$ cat config.mk
export PLATFORM = sky130hd
export DESIGN_NAME = va_range_first_fit_allocator
export DESIGN_NICKNAME = d
export VERILOG_FILES = /design/src/hw/rtl/vaff_pkg.sv /design/src/hw/rtl/vaff_hole_ram.sv /design/src/hw/rtl/va_range_first_fit_allocator.sv
export VERILOG_INCLUDE_DIRS = /design/src /design/src/hw/rtl
export SDC_FILE = /design/constraint.sdc
export NUM_CORES = 2
export LEC_CHECK = 0
export BUFFER_PORTS_ARGS = -buffer_cell sky130_fd_sc_hd__buf_2
export CORE_MARGIN = 2
export CORE_UTILIZATION = 55
export CTS_CLUSTER_DIAMETER = 50
export CTS_CLUSTER_SIZE = 14
export DETAILED_ROUTE_END_ITERATION = 16
export PLACE_DENSITY = 0.71
export SLEW_MARGIN = 20
export SYNTH_ARGS = -nofsm -noshare
export SYNTH_HDL_FRONTEND = slang
export SYNTH_HIERARCHICAL = 1
export SYNTH_SLANG_ARGS = --single-unit
export TNS_END_PERCENT = 1
$ cat constraint.sdc
create_clock -name clk -period 10 [get_ports clk]
set_input_delay 0.5 -clock clk [delete_from_list [all_inputs] [get_ports clk]]
set_output_delay 0.5 -clock clk [all_outputs]
set_load 0.02 [all_outputs]
$ cat src/hw/rtl/va_range_first_fit_allocator_assert.svh
// Assertion macros for the VA range allocator.
// Used by the top level through a plain include.
`ifndef VA_RANGE_FIRST_FIT_ALLOCATOR_ASSERT_SVH
`define VA_RANGE_FIRST_FIT_ALLOCATOR_ASSERT_SVH
// Implication checked on every rising clock edge outside reset.
`define VA_ASSERT_IMP(lbl, clk, rstn, ante, cons) \
	lbl: assert property (@(posedge clk) disable iff (!rstn) (ante) |-> (cons)) \
		else $error("assertion failed");
// Next-cycle implication.
`define VA_ASSERT_NXT(lbl, clk, rstn, ante, cons) \
	lbl: assert property (@(posedge clk) disable iff (!rstn) (ante) |=> (cons)) \
		else $error("assertion failed");
`endif

$ cat src/hw/rtl/vaff_pkg.sv
// Package for the VA range allocator: payload structs and status codes.
// No dependencies.
`timescale 1ns / 1ps
`default_nettype none
package vaff_pkg;
	localparam logic [1:0] ST_OK    = 2'd0;
	localparam logic [1:0] ST_NOFIT = 2'd1;
	localparam logic [1:0] ST_FULL  = 2'd2;
	localparam logic       KIND_ALLOC = 1'b0;
	localparam logic       KIND_FREE  = 1'b1;

	typedef struct packed {
		logic        kind;
		logic [31:0] size_bytes;
		logic [31:0] address;
	} vaff_req_t;

	typedef struct packed {
		logic [31:0] alloc_address;
		logic [1:0]  status;
	} vaff_rsp_t;
endpackage
`default_nettype wire

$ cat src/hw/rtl/vaff_hole_ram.sv
// Hole table memory: one write port, one read port, registered read data.
// Depends on nothing; widths set by the instantiating level.
`timescale 1ns / 1ps
`default_nettype none
module vaff_hole_ram #(
	parameter int DEPTH = 64,
	parameter int AW    = 6,
	parameter int DW    = 41
) (
	input  wire logic          clk,
	input  wire logic          we,
	input  wire logic [AW-1:0] waddr,
	input  wire logic [DW-1:0] wdata,
	input  wire logic [AW-1:0] raddr,
	output logic      [DW-1:0] rdata
);
	logic [DW-1:0] mem [DEPTH];

	// write and registered read
	always_ff @(posedge clk) begin
		if (we) mem[waddr] <= wdata;
		rdata <= mem[raddr];
	end
endmodule
`default_nettype wire

$ cat src/hw/rtl/va_range_first_fit_allocator.sv
// Each hole table entry walked or shifted takes a read state and an evaluate or write
// state; the response is presented once the walk and any shift of the table are done.
// One transaction at a time: a new request is accepted only in the idle state, and the
// state machine returns there only after the response has been taken.
// Reset: the hole count (cnt_q) is 1 and entry 0 is written with the whole space in the
// init state after reset, while the input is held not ready.
// Top level of the VA range allocator; uses vaff_pkg, vaff_hole_ram and the
// assertion header.
`timescale 1ns / 1ps
`default_nettype none
`include "va_range_first_fit_allocator_assert.svh"
module va_range_first_fit_allocator #(
	parameter int PAGE_BITS  = 12,
	parameter int HOLE_SLOTS = 64
) (
	input  wire logic              clk,
	input  wire logic              arst_n,
	input  wire logic              in_valid,
	output logic                   in_ready,
	input  wire vaff_pkg::vaff_req_t in_data,
	output logic                   out_valid,
	input  wire logic              out_ready,
	output vaff_pkg::vaff_rsp_t    out_data
);
	import vaff_pkg::*;

	localparam int SW = 32 - PAGE_BITS;
	localparam int CW = 33 - PAGE_BITS;
	localparam int AW = (HOLE_SLOTS > 1) ? $clog2(HOLE_SLOTS) : 1;
	localparam int NW = $clog2(HOLE_SLOTS + 1);
	localparam int DW = SW + CW;
	localparam logic [NW-1:0] SLOTS_N = NW'(HOLE_SLOTS);
	localparam logic [CW-1:0] SPACE_PAGES = {1'b1, {SW{1'b0}}};

	typedef enum logic [3:0] {
		S_INIT, S_IDLE, S_RD, S_EVAL, S_NXT_RD, S_NXT_EVAL,
		S_SHR_RD, S_SHR_WR, S_SHL_RD, S_SHL_WR, S_RESP
	} state_t;

	state_t          state_q;
	logic            kind_q;
	logic [CW-1:0]   pages_q;
	logic [SW-1:0]   va_q;
	logic [NW-1:0]   cnt_q;
	logic [NW-1:0]   idx_q;
	logic [NW-1:0]   sh_q;
	logic [SW-1:0]   s_q;
	logic [CW-1:0]   c_q;
	vaff_rsp_t       rsp_q;

	logic            we;
	logic [AW-1:0]   waddr, raddr;
	logic [DW-1:0]   wdata, rdata;

	vaff_hole_ram #(.DEPTH(HOLE_SLOTS), .AW(AW), .DW(DW)) u_ram (
		.clk(clk), .we(we), .waddr(waddr), .wdata(wdata), .raddr(raddr), .rdata(rdata)
	);

	logic [SW-1:0] rs;
	logic [CW-1:0] rc;
	logic [CW:0]   fend;
	logic [CW:0]   hend;
	logic [CW:0]   grow_sum;
	logic [CW:0]   shrink_start;
	logic [CW+1:0] merge_sum;
	logic          last;
	logic          nxt_match;
	logic [CW-1:0] pages_in;
	assign rs = rdata[DW-1:CW];
	assign rc = rdata[CW-1:0];
	assign fend = (CW+1)'(va_q) + (CW+1)'(pages_q);
	assign hend = (CW+1)'(rs) + (CW+1)'(rc);
	assign grow_sum = (CW+1)'(rc) + (CW+1)'(pages_q);
	assign shrink_start = (CW+1)'(rs) + (CW+1)'(pages_q);
	assign nxt_match = ((CW+1)'(rs) == fend);
	// merged count: the hole, the freed range and, when it touches, the next hole
	assign merge_sum = (CW+2)'(c_q) + (CW+2)'(pages_q)
		+ (nxt_match ? (CW+2)'(rc) : {(CW+2){1'b0}});
	assign last = (idx_q + NW'(1) == cnt_q);
	// pages = ceil(bytes / page); result fits in CW bits
	assign pages_in = CW'(({1'b0, in_data.size_bytes} + 33'((64'd1 << PAGE_BITS) - 1))
		>> PAGE_BITS);

	assign in_ready  = (state_q == S_IDLE);
	assign out_valid = (state_q == S_RESP);
	assign out_data  = rsp_q;

	// memory port control
	always_comb begin
		we = 1'b0;
		waddr = AW'(idx_q);
		wdata = '0;
		raddr = AW'(idx_q);
		unique case (state_q)
			S_INIT: begin
				we = 1'b1;
				waddr = '0;
				wdata = {{SW{1'b0}}, SPACE_PAGES};
			end
			// in-place updates of the hole under the walk
			S_EVAL: begin
				if (kind_q == KIND_ALLOC) begin
					if (rc > pages_q) begin
						we = 1'b1;
						wdata = {shrink_start[SW-1:0], rc - pages_q};
					end
				end else if (fend == (CW+1)'(rs)) begin
					we = 1'b1;
					wdata = {va_q, grow_sum[CW-1:0]};
				end else if (fend > (CW+1)'(rs) && (CW+1)'(va_q) == hend && last) begin
					we = 1'b1;
					wdata = {rs, grow_sum[CW-1:0]};
				end
			end
			S_NXT_RD: raddr = AW'(idx_q + NW'(1));
			S_NXT_EVAL: begin
				we = 1'b1;
				wdata = {s_q, merge_sum[CW-1:0]};
			end
			S_SHR_RD: begin
				if (sh_q == idx_q) begin
					we = 1'b1;
					wdata = {va_q, pages_q};
				end else raddr = AW'(sh_q - NW'(1));
			end
			S_SHR_WR: begin
				we = 1'b1; waddr = AW'(sh_q); wdata = rdata;
			end
			S_SHL_RD: raddr = AW'(sh_q + NW'(1));
			S_SHL_WR: begin
				we = 1'b1; waddr = AW'(sh_q); wdata = rdata;
			end
			default: ;
		endcase
	end

	// main sequencer
	always_ff @(posedge clk or negedge arst_n) begin
		if (!arst_n) begin
			state_q <= S_INIT;
			cnt_q <= NW'(1);
			idx_q <= '0;
			sh_q <= '0;
			kind_q <= 1'b0;
			pages_q <= '0;
			va_q <= '0;
			s_q <= '0;
			c_q <= '0;
			rsp_q <= '{alloc_address: 32'd0, status: ST_OK};
		end else begin
			unique case (state_q)
				S_INIT: state_q <= S_IDLE;
				S_IDLE: if (in_valid) begin
					kind_q <= in_data.kind;
					pages_q <= pages_in;
					va_q <= in_data.address[31 -: SW];
					idx_q <= '0;
					sh_q <= '0;
					rsp_q <= '{alloc_address: 32'd0,
						status: (cnt_q == '0 && in_data.kind == KIND_ALLOC) ? ST_NOFIT : ST_OK};
					if (cnt_q == '0)
						state_q <= (in_data.kind == KIND_ALLOC) ? S_RESP : S_SHR_RD;
					else
						state_q <= S_RD;
				end
				S_RD: state_q <= S_EVAL;
				S_EVAL: begin
					s_q <= rs;
					c_q <= rc;
					if (kind_q == KIND_ALLOC) begin
						if (rc >= pages_q) begin
							rsp_q.alloc_address <= 32'(rs) << PAGE_BITS;
							if (rc == pages_q) begin
								sh_q <= idx_q;
								state_q <= S_SHL_RD;
							end else state_q <= S_RESP;
						end else if (!last) begin
							idx_q <= idx_q + NW'(1);
							state_q <= S_RD;
						end else begin
							rsp_q.status <= ST_NOFIT;
							state_q <= S_RESP;
						end
					end else begin
						priority if (fend == (CW+1)'(rs)) begin
							state_q <= S_RESP;
						end else if (fend < (CW+1)'(rs)) begin
							// insert before this hole
							if (cnt_q >= SLOTS_N) begin
								rsp_q.status <= ST_FULL;
								state_q <= S_RESP;
							end else begin
								sh_q <= cnt_q;
								state_q <= S_SHR_RD;
							end
						end else if ((CW+1)'(va_q) == hend) begin
							state_q <= last ? S_RESP : S_NXT_RD;
						end else if ((CW+1)'(va_q) > hend && last) begin
							// append after the last hole
							if (cnt_q >= SLOTS_N) begin
								rsp_q.status <= ST_FULL;
								state_q <= S_RESP;
							end else begin
								idx_q <= cnt_q;
								sh_q <= cnt_q;
								state_q <= S_SHR_RD;
							end
						end else if (!last) begin
							idx_q <= idx_q + NW'(1);
							state_q <= S_RD;
						end else state_q <= S_RESP;
					end
				end
				S_NXT_RD: state_q <= S_NXT_EVAL;
				// absorb the following hole if it starts at the freed end
				S_NXT_EVAL: begin
					if (nxt_match) begin
						sh_q <= idx_q + NW'(1);
						state_q <= S_SHL_RD;
					end else state_q <= S_RESP;
				end
				// shift entries up from the top down to the insert slot
				S_SHR_RD: begin
					if (sh_q == idx_q) begin
						cnt_q <= cnt_q + NW'(1);
						state_q <= S_RESP;
					end else state_q <= S_SHR_WR;
				end
				S_SHR_WR: begin
					sh_q <= sh_q - NW'(1);
					state_q <= S_SHR_RD;
				end
				// shift entries down over a removed slot
				S_SHL_RD: begin
					if (sh_q + NW'(1) < cnt_q) state_q <= S_SHL_WR;
					else begin
						cnt_q <= cnt_q - NW'(1);
						state_q <= S_RESP;
					end
				end
				S_SHL_WR: begin
					sh_q <= sh_q + NW'(1);
					state_q <= S_SHL_RD;
				end
				S_RESP: if (out_ready) state_q <= S_IDLE;
				default: state_q <= S_IDLE;
			endcase
		end
	end

	`VA_ASSERT_IMP(a_cnt_range, clk, arst_n, 1'b1, cnt_q <= SLOTS_N)
	`VA_ASSERT_IMP(a_excl, clk, arst_n, 1'b1, !(in_ready && out_valid))
	`VA_ASSERT_NXT(a_out_hold, clk, arst_n, out_valid && !out_ready, out_valid && $stable(out_data))
	`VA_ASSERT_IMP(a_full_cnt, clk, arst_n, out_valid && out_data.status == ST_FULL, cnt_q == SLOTS_N)
endmodule
`default_nettype wire

==> results_dict.tcl <==
set metrics [dict create \
    clock_skew_ns 0.0754 \
    max-cap-violations 0 \
    dp_hpwl_mm 179 \
    critical_path_class "reg2reg" \
    slowest_delay_ns 0.92 \
    startpoint_type "register" \
    finalPower_mw 42.8 \
    drt_pass1_iterations 9 \
    worst_ep_arrival_time_ns 9.40 \
    outcome "finished, final reports clean" \
    synth_seq_cells 2795 \
    start_util 0.553 \
    place_inst 8873 \
    cts-resized-gates 0 \
    fin_ws_ns 1.14 \
    yosysSeqAreaShare 0.716 \
    crit_chain "ha_1, a21o_1, a221oi_2, a2111oi_2, o21a_1, o21a_1, o21ai_0, a21oi_1, o21ai_0, nand2b_1, xnor2_1, ha_1, and4_1, and4b_1, nand2_1, nor3_1, o2111ai_1, a21oi_1, nor2_1, nand3_1, nand4_1, nor2_4, buf_4" \
    dpl_worst_slack_ns 1.36 \
    antenna_left 0 \
    tns_ns 0 \
    cts_tree "yes" \
    r2r_slack_ns 1.14 \
    grt_pass1_wl_mm 426 \
    cts.clk_slew.worst_paths_ns 0.06 \
    clockBufferDepth 4 \
    cp-end-kind "register" \
    p_leak_nw 42.1 \
    drc_errors 0 \
    timing.rr.start "u_ram/rdata[1]" \
    slew_viol_final 0 \
    netlist_area_mm2 0.116 \
    post_drt_via_cell_ratio 6.65 \
    finalHoldViolations 0 \
    areaGrowthSynthToFinish_pct 11.3 \
    grt_start_max_net_pins 115 \
    postLayoutCoreUtil 0.615 \
    syn-instance-count 6126 \
    die_y_um 463 \
    required_ns 10.54 \
    crit_fanout 25 \
    htree_levels 5 \
    rows 168 \
    cts_sinks 2795 \
    syn_area_per_cell_um2 18.9 \
    p_per_area_mw_per_mm2 332 \
    hold_depth 3 \
    coreArea_mm2 0.209 \
    grt.total_usage 0.273 \
    synth.most_common_cell "edfxtp_1" \
    min_path_type "in2reg" \
    grt_pass1_vias 60600 \
    drt-initial-drc-count 8641 \
    die_x_um 463 \
    worstHoldEndpoint "pages_q[6]" \
    yosys.area.top_type_share 0.681 \
    worstHoldStart "in_data[50]" \
    wl_per_cell_um 31.5 \
    worstRegToRegCells 23 \
    synth-edff-count 2624 \
    timing.fmax_mhz 113 \
    worst_path_max_delay_cell "nor3_1" \
    grt_setup_unrepaired "false" \
    ys_async_sr_fraction 0.0465 \
    clock_tree.root_cell "clkbuf_16" \
    ir_drop_mv 0.404 \
    synth.largest_area_cell "edfxtp_1" \
    antenna_found_initial 14 \
    cts_made_buffers 275 \
    yosys-top-cells-area "edfxtp_1, mux4_2, dfrtp_1, ha_1, nand2_1" \
    gp_congestion 0.913 \
    yosysWarnings 6 \
    via_count 61800 \
    ys.flop_type "edfxtp_1" \
    stdcell_count 9291 \
    drive_gt1_frac 0.242 \
    rr_endpoint "u_ram/mem[7][12]" \
    setup_viol 0 \
    post-cts-setup-buffer-count 0 \
    tightestPinTransition_ns 1.16 \
    dieArea_mm2 0.214 \
    min_period_ns 8.86 \
    io_pins 105 \
    wl_mm 293 \
    timing.final.crit_share 0.886 \
    numPortBuffers 80 \
    clock_latency_ns 0.93 \
    grt-ovfl-total 0 \
    cts_hold_buffers 39 \
    maxSlewHeadroom 0.228 \
    nets 6654 \
    yosys.cell_types.count 102 \
    synth_common_cells "edfxtp_1, mux4_2, nand2_1" \
]
critical path, delay by kind of cell (launching register included):
kind / cells / cell delay [ns]
and+or+nand+nor: 9 / 3.79
AOI/OAI and AO/OA: 10 / 2.70
buffers and inverters: 1 / 0.61
DFF: 1 / 0.60
adders and majority gates: 2 / 0.60
xor gates and xnor gates: 1 / 0.13
power by group:
| group | total (mW) | internal [mW] | switching (mW) |
|---|---|---|---|
| combinational | 16.9 | 5.99 | 10.9 |
| clock | 9.53 | 5.34 | 4.19 |
| sequential | 16.3 | 15.7 | 0.624 |
| total | 42.8 | 27.1 | 15.7 |
layer usage:
layer,share of wire,track usage,vias up
met5,0.00018,0,-
met4,0.031,0.0800,8
met3,0.096,0.0446,487
met2,0.48,0.426,3269
met1,0.40,0.402,32500
li1,-,-,25500
sequential cells by signal (all words and copies together), names as in the netlist, 4 cells and up:
signal / count
u_ram/mem: 2624
u_ram/rdata: 41
out_data: 22
c_q: 21
pages_q: 21
s_q: 20
va_q: 20
cnt_q: 7
idx_q: 7
sh_q: 7
state_q: 4
placed cells by master, fill, tap and decap left out, types with 52 or more instances in the layout:
cell type  instances
nor2_4            64
a21o_1            52
xnor2_1           82
dfrtp_1          129
nand2_1          263
mux2_2            77
buf_4            183
o21ai_0          175
nand3_1           61
clkbuf_16        285
nor2_1           182
buf_2             80
edfxtp_1        2624
inv_1            106
mux4_2           708
o22ai_1          135
a21oi_1          178
ha_1             173
how the worst max path moves through the flow:
| stage | startpoint | end | slack, ns | cells past startpoint |
|---|---|---|---|---|
| 2_1_floorplan | pages_q[1] | u_ram/mem[0][20] | 1.66 | 29 |
| 3_3_place_gp | u_ram/rdata[1] | u_ram/mem[7][10] | 1.55 | 23 |
| 3_5_place_dp | u_ram/rdata[1] | u_ram/mem[7][39] | 1.36 | 23 |
| 4_1_cts | u_ram/rdata[1] | u_ram/mem[7][12] | 1.31 | 23 |
| 5_1_grt | u_ram/rdata[1] | u_ram/mem[7][39] | 0.73 | 23 |
| 6_report | u_ram/rdata[1] | u_ram/mem[7][12] | 1.14 | 23 |
kinds of logic (layout without fill, tap and decap cells):
group	count (synthesis)	after routing	synth area share
xor gates and xnor gates	129	129	0.00976
DFF	2795	2795	0.716
AOI/OAI and AO/OA	884	884	0.0509
muxes	830	830	0.149
adders and majority gates	200	200	0.0234
and+or+nand+nor	834	834	0.0334
buffers and inverters	453	799	0.0175
other	1	15	0.0000324
through the flow:
step / hold WS (ns) / cell area (um^2)
global route: 0.0678 / 129000
CTS: 0.0224 / 129000
detailed placement: 0.478 / 121000
floorplan: 0.204 / 116000
finish: 0.0880 / 129000
global placement: 0.466 / 120000
cell type report:
type / count / area, um^2
repair buffers: 316 / 2440
diodes: 3 / 7.51
flip-flops and latches: 2795 / 82900
inverters: 108 / 412
clock inverters: 60 / 641
multi-input cells: 2889 / 31700
fillers: 14500 / 80600
clock buffers: 315 / 7240
well taps: 2805 / 3510
(Power assumes the default switching activity.)
